==> config.mk <==
export PLATFORM = sky130hd
export DESIGN_NAME = smwf_queue
export DESIGN_NICKNAME = d
export VERILOG_FILES = /design/src/rtl/smwf_pkg.sv /design/src/rtl/smwf_queue.sv
export SDC_FILE = /design/constraint.sdc
export NUM_CORES = 1
export LEC_CHECK = 0
export ABC_AREA = 1
export BUFFER_PORTS_ARGS = -buffer_cell sky130_fd_sc_hd__buf_4
export CAP_MARGIN = 40
export CORE_MARGIN = 2
export CORE_UTILIZATION = 35
export DETAILED_ROUTE_END_ITERATION = 16
export PLACE_DENSITY_LB_ADDON = 0.3
export SYNTH_ARGS = -nofsm -noshare
export SYNTH_HDL_FRONTEND = slang
export SYNTH_SLANG_ARGS = --single-unit
==> constraint.sdc <==
create_clock -name clk -period 2.6 [get_ports clk]
set_input_delay 0.52 -clock clk [delete_from_list [all_inputs] [get_ports clk]]
set_output_delay 0.52 -clock clk [all_outputs]
set_load 0.01 [all_outputs]
==> src/rtl/smwf_pkg.sv <==
// ----------------------------------------------------------------------------
// smwf_pkg
// Shared types and constants of the spanning maze wall filter: words on both
// channels, the job word between front and back, status and op codes.
// ----------------------------------------------------------------------------
package smwf_pkg;

  // default cell capacity of the disjoint-set table
  localparam int MAX_CELLS_DEF = 1024;

  // field widths
  localparam int CELL_W   = 10;
  localparam int DIM_W    = 11;
  localparam int RANK_W   = 4;
  localparam int BLK_W    = 11;
  localparam int OPN_W    = 10;
  localparam int STATUS_W = 2;

  // remainder unit in the front: bits of the cell index retired per cycle
  localparam int DIV_BITS  = 2;
  localparam int DIV_ITERS = CELL_W / DIV_BITS;

  localparam logic [RANK_W-1:0] RANK_MAX    = 4'd15;
  localparam logic [BLK_W-1:0]  BLOCKED_MAX = 11'd2047;
  localparam logic [OPN_W-1:0]  OPENED_MAX  = 10'd1023;
  localparam logic [DIM_W-1:0]  GRID_RESET  = 11'd32;

  // input codes
  localparam logic KIND_START = 1'b0;
  localparam logic KIND_WALL  = 1'b1;
  localparam logic DIR_LEFT   = 1'b0;
  localparam logic DIR_BELOW  = 1'b1;

  // register index, taken from paddr[2]
  localparam logic REG_GRID_WIDTH  = 1'b0;
  localparam logic REG_GRID_HEIGHT = 1'b1;

  typedef enum logic [STATUS_W-1:0] {
    STATUS_OPENED  = 2'd0,
    STATUS_BLOCKED = 2'd1,
    STATUS_INVALID = 2'd2,
    STATUS_CLEARED = 2'd3
  } status_t;

  typedef enum logic [1:0] {
    OP_CLEAR   = 2'd0,
    OP_INVALID = 2'd1,
    OP_WALL    = 2'd2
  } op_t;

  typedef struct packed {
    logic              kind;
    logic [CELL_W-1:0] cell_req;
    logic              direction;
  } smwf_in_t;

  typedef struct packed {
    status_t           status;
    logic [CELL_W-1:0] cell_echo;
    logic              direction_echo;
    logic [BLK_W-1:0]  blocked_count;
    logic [OPN_W-1:0]  opened_count;
  } smwf_out_t;

  // classified work handed from front to back
  typedef struct packed {
    op_t               op;
    logic [CELL_W-1:0] cell_num;
    logic              dir;
    logic [CELL_W-1:0] other;
  } smwf_job_t;

endpackage

==> src/rtl/smwf_queue.sv <==
// ----------------------------------------------------------------------------
// smwf_queue
// Two-entry job queue between the classifier front and the union-find back.
// ----------------------------------------------------------------------------
module smwf_queue (
  input  logic                clk,
  input  logic                rst,
  input  logic                push,
  input  smwf_pkg::smwf_job_t push_job,
  output logic                full,
  input  logic                pop,
  output smwf_pkg::smwf_job_t pop_job,
  output logic                valid
);

  smwf_pkg::smwf_job_t entries [2];
  logic       wr_ptr;
  logic       rd_ptr;
  logic [1:0] count;

  assign full    = (count == 2'd2);
  assign valid   = (count != 2'd0);
  assign pop_job = entries[rd_ptr];

  // pointers and fill level
  always_ff @(posedge clk) begin
    if (rst) begin
      wr_ptr <= 1'b0;
      rd_ptr <= 1'b0;
      count  <= 2'd0;
    end else begin
      if (push) begin
        wr_ptr <= ~wr_ptr;
      end
      if (pop) begin
        rd_ptr <= ~rd_ptr;
      end
      if (push && !pop) begin
        count <= count + 2'd1;
      end else if (pop && !push) begin
        count <= count - 2'd1;
      end
    end
  end

  // storage
  always_ff @(posedge clk) begin
    if (push) begin
      entries[wr_ptr] <= push_job;
    end
  end

endmodule

Word level (Yosys, flattened, before mapping) --
Memory sizes are Yosys's and may differ from the RTL's. A register that Yosys moved wholly into a read port is not among the register bits. Cells that the tools add are included.
Word-level totals: register bits 4, bits in writable memories 46, input port bits 27, output and inout bits 25, word-level logic and storage cells 21, memories kept 1
Operators by class: add/sub/neg operators 2, equality and inequality tests 1, mux-type cells 6, bitwise operators 2, reductions and logical operators 6
Memories:
- entries | depth 2, width 23, read ports 1, clocked after memory_dff 1, write ports 1, RTL line smwf_queue.sv:16 | smwf_pkg::smwf_job_t entries [2];
Operator list (count):
- $mux 1 | 4
- $mux 2 | 2
- $reduce_bool 2->1 | 2
- $add 2x1->2 const B | 1
- $eq 2x2->1 const B | 1
- $logic_and 1x1->1 | 2
- $logic_not 1->1 | 2
- $not 1->1 | 2
- $sub 2x1->2 const B | 1

Depth between registers and ports, before layout --
word-level depth 4, mapped depth 8, depth with buffers taken out 8

Worst setup path before layout --
OpenSTA, ideal clock, no wires.
path kind input-to-reg, start point input push, end point memory entries[0][0] in the netlist's numbering, enable pin, library setup time 0.403 ns, arrival time 1.534 ns, data required time 2.197 ns, path slack 0.663 ns, cell stages on the path 2, cell sequence inv_1 nor2_1
Between the ends: word-level cells in the longest chain between the ends 2
Ends and longest elaborated chain:
- from (decl) | RTL line smwf_queue.sv:8 | input logic push,
- $mux 1 | RTL line smwf_queue.sv:48 | if (push) begin
- $mux 1 (implied by the code) | RTL line smwf_queue.sv:49 | entries[wr_ptr] <= push_job;
- to (decl) | RTL line smwf_queue.sv:16
Every way passes these cells.

==> impl_metrics.ini <==
[critical_path]
r2r-end = entries[0][5]
critPathCaptureType = primary output
path_max_fanout = 18
reg2reg_from = wr_ptr
r2r_cells = 2
required_ns = 2.08
crit_type = reg -> out
critical_path_arrival_ns = 1.59
cp-start-kind = flop
r2r_setup_slack_ns = 1.23

[clocking]
max-clock-path-buffers = 2
cts_htree_levels = 2
cts-root-buf = clkbuf_8
post_cts_buffers = 0
ctsResizeCount = 0
cts.sinks = 51
cts_buffers = 5
clk_pin_slew_worst_paths_ns = 0.08
cts_hold_buf = 0
cts_tree = yes
clk_latency_ns = 0.29

[routing]
wl_per_cell_um = 13.6
drcViolationCount = 0
dr.pass1.iters = 4
drtAntennaViolNets = 0
vias = 1027
viasPerCell = 4.39
routed_wl_mm = 3.17
drtIter0Drc = 45

[grt]
grt_max_degree = 19
antenna_found_initial = 0
grt_pass1_vias = 1037
grt-ovfl-total = 0
grtUsageTotal = 0.109
grt_pass1_wl_mm = 4.91

[cells_and_area]
design_area_um2 = 2470
area_growth_pct = 30.7
layout-drive-gt1-share = 0.518
fin_util = 0.478
nets = 191
antenna_cells = 0

[die]
start_util = 0.365
die-width_um = 77.5
fp.coreArea_um2 = 5170
die-area_um2 = 6000
die_h_um = 77.5
fp-row-count = 26
pin_count = 52

[place]
placement.cell_area_um2 = 2360
io_buffer_count = 51
gp_congestion = 0.653
place.detailed.hpwl_mm = 2.28

[timing]
finalCritPeriodShare = 0.811
tightest_slew_ns = 0.468
slew_violations = 0
final_hold_viol_count = 0
rsz0062_at_grt = false
layout_min_cycle_time_ns = 2.11
fin_skew_ns = 0.00220
fin_tns_setup_ns = 0
whs_ns = 0.410
clock.fmax_mhz = 474
slew_headroom = 0.688
report.final.setup_viol = 0

[logic_synthesis]
synth_area_per_cell_um2 = 18.2
postSynthCellCount = 104
ys.warnings.count = 0
netlist_area_um2 = 1890
ys_ff_latch = 51
synthDistinctLibCells = 14
ys.flop_type = edfxtp_1
synthArstFlopShare = 0
seq_area_frac_synth = 0.784
synth_edf_count = 46
synth_nets = 132

[power_and_ir_drop]
cellPowerDensity_nw_per_um2 = 688
p_leak_uw = 0.000966
peakVddDrop_uv = 296

[hold_path]
min_path_type = in -> reg
min_from = push_job[19]
hold_end = entries[0][19]
holdPathStages = 1

[status]
run_status = finished clean

[run]
maxCapViolCount = 0
==> layer usage <==
metal	global-route usage	part of all wire	vias up
met5	0	0	-
li1	-	-	497
met2	0.177	0.52	31
met1	0.133	0.43	497
met3	0.0326	0.050	2
met4	0.0482	0.0054	0
==> Yosys cell counts (all sizes together), types with 2 or more instances <==
library cell / count / area (um2)
edfxtp: 46 / 1380
mux2: 23 / 259
inv: 9 / 33.8
nand2: 6 / 22.5
nor2: 6 / 22.5
dfxtp: 5 / 100
buf: 2 / 22.5
==> cell families after synthesis <==
group / synth area share
buf+inv: 0.0298
compound gates: 0.00529
mux: 0.137
fa+ha+maj: 0.00662
simple gates: 0.0324
xor+xnor: 0.00464
flops: 0.784
==> worst max-delay path by stage <==
stage | end | cells after the start | slack (ns)
2_1_floorplan | entries[0][0] | 2 | 0.66
3_3_place_gp | pop_job[3] | 3 | 0.80
3_5_place_dp | pop_job[4] | 3 | 0.79
4_1_cts | pop_job[4] | 3 | 0.46
5_1_grt | pop_job[6] | 3 | 0.39
6_report | pop_job[6] | 3 | 0.49
==> where the power goes <==
group          total [uW]  switching, uW  internal (uW)
Combinational         227            103            124
Clock                 515            233            282
Sequential            958           14.5            944
Total                1700            351           1350
==> sequential cells by signal (all words and copies together) (netlist names), named ones only <==
signal	count
count	2
rd_ptr	1
entries	46
wr_ptr	1
==> cell type report <==
type	instances	area [um2]
repair buffers	54	405
fillers	463	2700
clock buffers	5	68.8
flip-flops and latches	51	1480
clock inverters	3	38.8
multi-input cells	42	354
inverters	9	33.8
well taps	70	87.6
==> through the flow <==
stage / setup slack (ns) / power, uW / instances
floorplan: 0.663 / 1090 / 104
CTS: 0.456 / 1720 / 234
global placement: 0.805 / 1200 / 226
finish: 0.491 / 1700 / 234
detailed placement: 0.788 / 1210 / 226
global route: 0.392 / 1770 / 234
==> placed cells by master (no fill, tap or decap) <==
master     count
buf_4         54
edfxtp_1      46
mux2_2        23
inv_1          9
nand2_1        6
nor2_1         5
dfxtp_1        5
clkbuf_8       5
nor2_2         1
xnor2_1        1
o21ai_0        1
a21oi_1        1
nor3_1         1
nand3_1        1
nand4_1        1
ha_1           1
bufinv_16      1
clkinv_2       1
clkinv_1       1
==> worst max-delay path: stages (launching register included) <==
cell     delay (ns)
dfxtp_1        0.45
buf_4          0.32
mux2_2         0.39
buf_4          0.15
Power figures use the tool's default switching activity.
