$ cat src/rtl/smwf_pkg.sv
// ----------------------------------------------------------------------------
// smwf_pkg
// Shared types and constants of the spanning maze wall filter: words on both
// channels, the job word between front and back, status and op codes.
// ----------------------------------------------------------------------------
package smwf_pkg;

  // default cell capacity of the disjoint-set table
  localparam int MAX_CELLS_DEF = 1024;

  // field widths
  localparam int CELL_W   = 10;
  localparam int DIM_W    = 11;
  localparam int RANK_W   = 4;
  localparam int BLK_W    = 11;
  localparam int OPN_W    = 10;
  localparam int STATUS_W = 2;

  // remainder unit in the front: bits of the cell index retired per cycle
  localparam int DIV_BITS  = 2;
  localparam int DIV_ITERS = CELL_W / DIV_BITS;

  localparam logic [RANK_W-1:0] RANK_MAX    = 4'd15;
  localparam logic [BLK_W-1:0]  BLOCKED_MAX = 11'd2047;
  localparam logic [OPN_W-1:0]  OPENED_MAX  = 10'd1023;
  localparam logic [DIM_W-1:0]  GRID_RESET  = 11'd32;

  // input codes
  localparam logic KIND_START = 1'b0;
  localparam logic KIND_WALL  = 1'b1;
  localparam logic DIR_LEFT   = 1'b0;
  localparam logic DIR_BELOW  = 1'b1;

  // register index, taken from paddr[2]
  localparam logic REG_GRID_WIDTH  = 1'b0;
  localparam logic REG_GRID_HEIGHT = 1'b1;

  typedef enum logic [STATUS_W-1:0] {
    STATUS_OPENED  = 2'd0,
    STATUS_BLOCKED = 2'd1,
    STATUS_INVALID = 2'd2,
    STATUS_CLEARED = 2'd3
  } status_t;

  typedef enum logic [1:0] {
    OP_CLEAR   = 2'd0,
    OP_INVALID = 2'd1,
    OP_WALL    = 2'd2
  } op_t;

  typedef struct packed {
    logic              kind;
    logic [CELL_W-1:0] cell_req;
    logic              direction;
  } smwf_in_t;

  typedef struct packed {
    status_t           status;
    logic [CELL_W-1:0] cell_echo;
    logic              direction_echo;
    logic [BLK_W-1:0]  blocked_count;
    logic [OPN_W-1:0]  opened_count;
  } smwf_out_t;

  // classified work handed from front to back
  typedef struct packed {
    op_t               op;
    logic [CELL_W-1:0] cell_num;
    logic              dir;
    logic [CELL_W-1:0] other;
  } smwf_job_t;

endpackage

$ cat src/rtl/smwf_front.sv
// ----------------------------------------------------------------------------
// smwf_front
// Accepts input words, checks the wall against the grid and works out the
// neighbour cell; a left wall runs a two-bit-per-cycle remainder unit to
// find the first column.
// ----------------------------------------------------------------------------
module smwf_front #(
  parameter int MAX_CELLS = smwf_pkg::MAX_CELLS_DEF
) (
  input  logic                            clk,
  input  logic                            rst,
  input  logic                            in_valid,
  output logic                            in_ready,
  input  smwf_pkg::smwf_in_t              in_data,
  input  logic                            hold,
  input  logic [smwf_pkg::DIM_W-1:0]      grid_width,
  input  logic [smwf_pkg::DIM_W-1:0]      grid_height,
  output logic                            push,
  output smwf_pkg::smwf_job_t             job,
  input  logic                            full
);

  localparam int IW = $clog2(smwf_pkg::DIV_ITERS);
  localparam int PW = 2 * smwf_pkg::DIM_W;

  typedef enum logic [1:0] {
    F_IDLE,
    F_DIV,
    F_PUSH
  } fstate_t;

  fstate_t                         state;
  logic [smwf_pkg::DIM_W-1:0]      rem;
  logic [smwf_pkg::CELL_W-1:0]     quo;
  logic [IW-1:0]                   iter;

  logic [PW-1:0]                   cells;
  logic                            in_range;
  logic                            row_ok;
  logic                            accept;
  logic [smwf_pkg::DIM_W-1:0]      rem_next;

  assign in_ready = (state == F_IDLE) && !hold;
  assign accept   = in_valid && in_ready;
  assign push     = (state == F_PUSH) && !full;

  // range checks on the incoming word
  always_comb begin
    cells    = grid_width * grid_height;
    in_range = (grid_width != '0) && (PW'(in_data.cell_req) < cells) &&
               (32'(in_data.cell_req) < 32'(MAX_CELLS));
    row_ok   = ({1'b0, in_data.cell_req} >= grid_width);
  end

  // restoring remainder, two quotient bits per cycle
  always_comb begin
    logic [smwf_pkg::DIM_W:0]   s;
    logic [smwf_pkg::DIM_W-1:0] r;
    r = rem;
    for (int k = 0; k < smwf_pkg::DIV_BITS; k++) begin
      s = {r, quo[smwf_pkg::CELL_W-1-k]};
      if (s >= {1'b0, grid_width}) begin
        s = s - {1'b0, grid_width};
      end
      r = s[smwf_pkg::DIM_W-1:0];
    end
    rem_next = r;
  end

  // sequencer and job register
  always_ff @(posedge clk) begin
    if (rst) begin
      state <= F_IDLE;
    end else begin
      case (state)
        F_IDLE: begin
          if (accept) begin
            job.cell_num <= in_data.cell_req;
            job.dir      <= in_data.direction;
            if (in_data.kind == smwf_pkg::KIND_START) begin
              job.op    <= smwf_pkg::OP_CLEAR;
              job.other <= '0;
              state     <= F_PUSH;
            end else if (!in_range) begin
              job.op    <= smwf_pkg::OP_INVALID;
              job.other <= '0;
              state     <= F_PUSH;
            end else if (in_data.direction == smwf_pkg::DIR_BELOW) begin
              job.op    <= row_ok ? smwf_pkg::OP_WALL : smwf_pkg::OP_INVALID;
              job.other <= in_data.cell_req - grid_width[smwf_pkg::CELL_W-1:0];
              state     <= F_PUSH;
            end else begin
              job.op    <= smwf_pkg::OP_INVALID;
              job.other <= in_data.cell_req - smwf_pkg::CELL_W'(1);
              rem       <= '0;
              quo       <= in_data.cell_req;
              iter      <= '0;
              state     <= F_DIV;
            end
          end
        end
        F_DIV: begin
          rem  <= rem_next;
          quo  <= quo << smwf_pkg::DIV_BITS;
          iter <= iter + IW'(1);
          if (iter == IW'(smwf_pkg::DIV_ITERS - 1)) begin
            // first column leaves no neighbour to the left
            job.op <= (rem_next != '0) ? smwf_pkg::OP_WALL : smwf_pkg::OP_INVALID;
            state  <= F_PUSH;
          end
        end
        F_PUSH: begin
          if (!full) begin
            state <= F_IDLE;
          end
        end
        default: begin
          state <= F_IDLE;
        end
      endcase
    end
  end

endmodule

$ cat config.mk
export PLATFORM = sky130hd
export DESIGN_NAME = smwf_front
export DESIGN_NICKNAME = d
export VERILOG_FILES = /design/src/rtl/smwf_pkg.sv /design/src/rtl/smwf_front.sv
export SDC_FILE = /design/constraint.sdc
export NUM_CORES = 1
export LEC_CHECK = 0
export ABC_AREA = 1
export BUFFER_PORTS_ARGS = -buffer_cell sky130_fd_sc_hd__buf_2
export CAP_MARGIN = 20
export CORE_MARGIN = 2
export CORE_UTILIZATION = 50
export CTS_CLUSTER_DIAMETER = 50
export DETAILED_ROUTE_END_ITERATION = 10
export GPL_TIMING_DRIVEN = 0
export PLACE_DENSITY = 0.78
export SYNTH_ARGS = -nofsm -noshare
export SYNTH_HDL_FRONTEND = slang
export SYNTH_SLANG_ARGS = --single-unit
$ cat constraint.sdc
create_clock -name clk -period 7.7 [get_ports clk]
set_input_delay 0.385 -clock clk [delete_from_list [all_inputs] [get_ports clk]]
set_output_delay 0.385 -clock clk [all_outputs]
set_load 0.01 [all_outputs]
* Yosys cells after proc, flatten, opt, wreduce, memory -nomap -nowiden
Cells that the tools add are included.
** Operators by class
- Add/sub/neg operators :: 5
- $mul :: 1
- Order comparisons :: 4
- Equality and inequality tests :: 9
- Muxes and demuxes :: 35
- Bitwise logic cells :: 1
- Reductions and logical operators :: 15
** Operator list (number)
- $mux W10 :: 7
- $mux W11 :: 6
- $ge A12 B11 Y1 :: 2
- $mux W2 :: 12
- $mux W23 :: 1
- $lt A10 B22 Y1 :: 1
- $mul A11 B11 Y22 :: 1
- $pmux W11 S2 :: 1
- $reduce_bool A11 Y1 :: 2
- $sub A11 B11 Y11 :: 2
- $pmux W10 S2 :: 1
- $mux W3 :: 4
- $ne A2 B2 Y1 const B :: 6
- $ge A10 B11 Y1 :: 1
- $sub A10 B1 Y10 const B :: 1
- $sub A10 B10 Y10 :: 1
- $pmux W2 S3 :: 1
- $pmux W3 S2 :: 1
- $reduce_and A3 Y1 :: 2
- $reduce_and A6 Y1 :: 1
- $logic_and A1 B1 Y1 :: 4
- $pmux W2 S2 :: 1
- $reduce_and A4 Y1 :: 1
- $add A3 B1 Y3 const B :: 1
- 8 further kinds :: 9
** Word-level totals
- Register bits :: 49
- Input port bits :: 39
- Output and inout port bits :: 25
- Word-level logic and storage cells :: 78

* Logic depth before layout (Yosys ltp)
- Depth after elaboration :: 8
- Depth in mapped cells :: 32
- Mapped depth without buffers :: 31

* Worst setup path after synthesis
OpenSTA, ideal clock, no wires.
- Kind :: input to register
- Start :: input grid_height[4] (netlist bit)
- End :: register iter[0] (enable)
- Library setup time :: 413 ps
- Arrival :: 6172 ps
- Required time :: 7287 ps
- Path slack :: 1115 ps
- Cell stages on the path :: 25
- Cells stage by stage :: clkbuf_1 nand2_1 fa_1 fa_1 inv_1 ha_1 fa_1 inv_1 fa_1 inv_1 ha_1 nand2_1 inv_1 nand2_1 nand2_1 xnor2_1 ha_1 a21oi_1 o21a_1 nand2_1 nand4_1 nor2_1 nor2_1 nand3_1 a21oi_1
** On the way
- Cells in the longest elaborated chain, start to end :: 5
** RTL lines
- start: declaration :: RTL line smwf_front.sv:17 : input logic [smwf_pkg::DIM_W-1:0] grid_height,
- $mul A11 B11 Y22 :: RTL line smwf_front.sv:49 : cells = grid_width * grid_height;
- $lt A10 B22 Y1 :: RTL line smwf_front.sv:50 : in_range = (grid_width != '0) && (PW'(in_data.cell_req) < cells) &&
- $logic_and A1 B1 Y1 :: RTL line smwf_front.sv:50
- $ne A2 B2 Y1 (no source line)
- $reduce_and A6 Y1 (no source line)
- end signal: assignment :: RTL line smwf_front.sv:105 : iter <= iter + IW'(1);
- end: declaration :: RTL line smwf_front.sv:35 : logic [IW-1:0] iter;
No other way between the ends.
A chain may end at the register's enable or synchronous reset.

* Final worst setup path
- Start :: input grid_width[7] (netlist bit)
- End :: register rem[10] (netlist bit) (enable)
** On the way
- Cells in the longest elaborated chain, start to end :: 5
- Elaborated cells between the ends (all ways) :: 6
- Classes of those cells :: 1 x mul; 1 x order compare; 1 x eq/ne; 3 x reduce/logical
** RTL lines
- start: declaration :: RTL line smwf_front.sv:16 : input logic [smwf_pkg::DIM_W-1:0] grid_width,
- $mul A11 B11 Y22 :: RTL line smwf_front.sv:49
- $lt A10 B22 Y1 :: RTL line smwf_front.sv:50
- $logic_and A1 B1 Y1 (*) :: RTL line smwf_front.sv:50
- $ne A2 B2 Y1 (no source line) (*)
- $reduce_and A6 Y1 (no source line) (*)
- end signal: assignment :: RTL line smwf_front.sv:103 : rem <= rem_next;
- end: declaration :: RTL line smwf_front.sv:33 : logic [smwf_pkg::DIM_W-1:0] rem;
Mark *: on every way between the ends. The rest lies on a longest branch, timed or not.

==> impl_metrics.ini <==
[critical_path]
crit_path_max_fanout = 14
end_kind = flip-flop
crit_arrival_ns = 6.88
critPathLaunchType = input pin
criticalPathCategory = input pin to flip-flop
crit_required_ns = 7.70

[floorplanning]
rows = 47
ios = 64
die-area_sq_um = 18300
die_h_um = 135
fp.dieW_um = 135
fp.coreArea_sq_um = 16700
start_util = 0.516

[clock_network]
root_buffer = clkbuf_16
cts_tree = done
post_cts_buffers = 0
clk_path_buf_depth = 2
postCtsResizedCells = 0
holdBufCountCts = 0
clkLatencyLatePin_ns = 0.29
path_clk_slew_ns = 0.07
cts_sinks = 49
cts_buffers = 5
htreeDepth = 2

[synth]
synth_cells = 1181
synth_warnings = 0
synth_xor_area_frac = 0.0274
seq_area_frac_synth = 0.168
synth_cell_types = 45
synthesis.area_sq_um = 8620
synth_area_per_cell_sq_um = 7.30
synth_fa_ha_area_frac = 0.356
synth_mux_area_frac = 0
ys_ff_latch = 49
synth_fp_nets = 1415
synth_compound_area_frac = 0.0653
synth-simple-area-share = 0.249
synth_top_family_by_area = adder cells

[placed_design]
place_congestion = 0.947
pre_cts_slack_ns = 0.589
hpwl_um = 16800
portBuffers = 63
dp_cells = 1466

[cells_and_area]
n_antenna_cell = 0
stdcell_count = 1474
nets = 1487
final_util = 0.562
n_fill_cell = 1547
area_growth_pct = 8.93
drive_gt1_frac = 0.0845

[grt]
track_usage = 0.232
grt_pass1_wl_um = 34000
antenna_found_initial = 0
grt_pass1_vias = 7085
grt_start_max_net_pins = 22
grt-ovfl-total = 0

[timing]
hold_viol = 0
slew_violations = 0
finalSetupViolCount = 0
worst_slew_pin_slew_ns = 0.739
max_clock_freq_ghz = 0.145
period_share = 0.893
relSlewSlack = 0.507
rsz0062_at_grt = no
setup_ws_ns = 0.826
fin_tns_setup_ns = 0
skew_ns = 0.00466
period_needed_ns = 6.87

[run]
maxCapViolCount = 0

[detailed_routing]
wl_met3_um = 1600
drt-vias-per-instance = 5.15
drc = 0
wl_um = 20500
dr_total_vias = 7586
drt-met1-wl_um = 8830
ant_nets = 0
dr.pass1.iters = 5
maxUsedRoutingLayer = met4
drtIter0Drc = 623
dr_wl_met2_um = 9600
wl_per_cell_um = 13.9

[pwr]
power.density_nw_per_um2 = 317
ir_drop_mv = 0.197
p_leak_nw = 5.37

[min_path]
hp-class = input pin to flip-flop

[run_status]
outcome = complete, no violations
==> worst max-delay path, stage by stage <==
cell and delay (ns):
buf_2 0.12, clkbuf_1 0.57, nand2_1 0.20, fa_1 0.58, inv_1 0.06, fa_1 0.51, fa_1 0.45, fa_1 0.56
inv_1 0.06, fa_1 0.53, inv_1 0.04, ha_1 0.36, nand2_1 0.12, nor2_1 0.20, nand3_1 0.14, nand3_1 0.13
nand2_1 0.08, nand2_1 0.06, nand2_1 0.05, nand2_1 0.06, nor2_1 0.04, nand3_1 0.07, nor2_1 0.07, nor2_1 0.41
nand3_1 0.16, a21oi_2 0.60, buf_8 0.25
==> final timing paths <==
| kind | startpoint | depth (start not counted) | slack, ns | to |
|---|---|---|---|---|
| max | grid_width[7] | 27 | 0.83 | rem[10] |
| min | in_data[1] | 1 | 0.28 | job[11] |
| max reg2reg | quo[9] | 29 | 3.14 | job[22] |
| min reg2reg | quo[0] | 2 | 0.52 | quo[2] |
==> cells in the mapped netlist, drive strengths merged <==
master,count,share of area
a21boi,1,0.00087
and2,1,0.00073
o21bai,6,0.0052
nand4,11,0.0080
edfxtp,47,0.16
o21ai,23,0.016
ha,112,0.16
a21oi,50,0.030
nand3,50,0.033
a31o,1,0.0010
xor2,11,0.011
dfxtp,2,0.0046
o41ai,1,0.0010
o211ai,1,0.00087
a31oi,3,0.0022
inv,276,0.12
and3,1,0.00073
o21a,5,0.0052
nor3,7,0.0041
xnor2,16,0.016
fa,83,0.19
clkbuf,25,0.011
a21o,3,0.0026
or2,7,0.0051
nor2,84,0.040
buf,3,0.0032
nand3b,4,0.0035
o31ai,1,0.00087
nor3b,3,0.0026
nand2,341,0.15
nor4,2,0.0015
==> stage by stage <==
stage | hold slack (ns) | area, sq um | total power, W
after global placement | 0.499 | 9210 | 0.00269
final | 0.280 | 9390 | 0.00298
after floorplan | 0.484 | 8620 | 0.00224
after CTS | 0.279 | 9390 | 0.00297
after global routing | 0.277 | 9390 | 0.00337
after detailed placement | 0.504 | 9240 | 0.00274
==> report_power, final <==
group | switching (W) | total, W | internal [W]
Clock | 0.0000972 | 0.000216 | 0.000119
Sequential | 0.0000195 | 0.000381 | 0.000362
Combinational | 0.00149 | 0.00238 | 0.000887
Total | 0.00161 | 0.00298 | 0.00137
==> metal layers <==
metal,global-route usage,vias up
met3,0.0269,35
met5,0,-
met2,0.395,288
met1,0.319,3498
li1,-,3765
met4,0.0556,0
==> sequential cells by signal (all words and copies together) (netlist names) <==
name and flops:
job 23, rem 11, quo 10, iter 3
state 2
==> cell families (layout without fill, tap and decap cells) <==
kind of cell | Yosys count | after routing
compound gates | 95 | 95
flops | 49 | 49
xor+xnor | 27 | 27
simple gates | 511 | 511
buf+inv | 304 | 377
fa+ha+maj | 195 | 195
==> cell type report <==
class,instances,area [sq um],area share
clock inverters,3,17.5,0.00187
well taps,220,275,0.0293
multi-input cells,828,6010,0.641
clock buffers,5,125,0.0133
flip-flops and latches,49,1450,0.155
inverters,276,1040,0.110
repair buffers,65,345,0.0368
plain buffers,28,121,0.0129
==> placed cells by master, fill, tap and decap left out, types with 4 or more instances in the layout <==
cell type | Yosys | layout
nand4_1 | 11 | 11
nand3_1 | 47 | 47
buf_2 | 1 | 64
nand2_2 | 4 | 4
clkbuf_1 | 25 | 25
or2_2 | 4 | 4
nor2_1 | 79 | 78
nand3b_1 | 4 | 4
o21ai_0 | 16 | 16
nor2_2 | 4 | 5
edfxtp_1 | 47 | 47
o21a_1 | 4 | 4
clkbuf_16 | 0 | 5
nor3_1 | 7 | 7
xnor2_1 | 16 | 16
a21oi_1 | 48 | 47
ha_1 | 112 | 112
xor2_1 | 11 | 11
o21bai_1 | 6 | 6
o21ai_2 | 5 | 5
inv_1 | 274 | 274
nand2_1 | 336 | 336
fa_1 | 83 | 83
No activity file was read; power rests on OpenSTA's default activity.
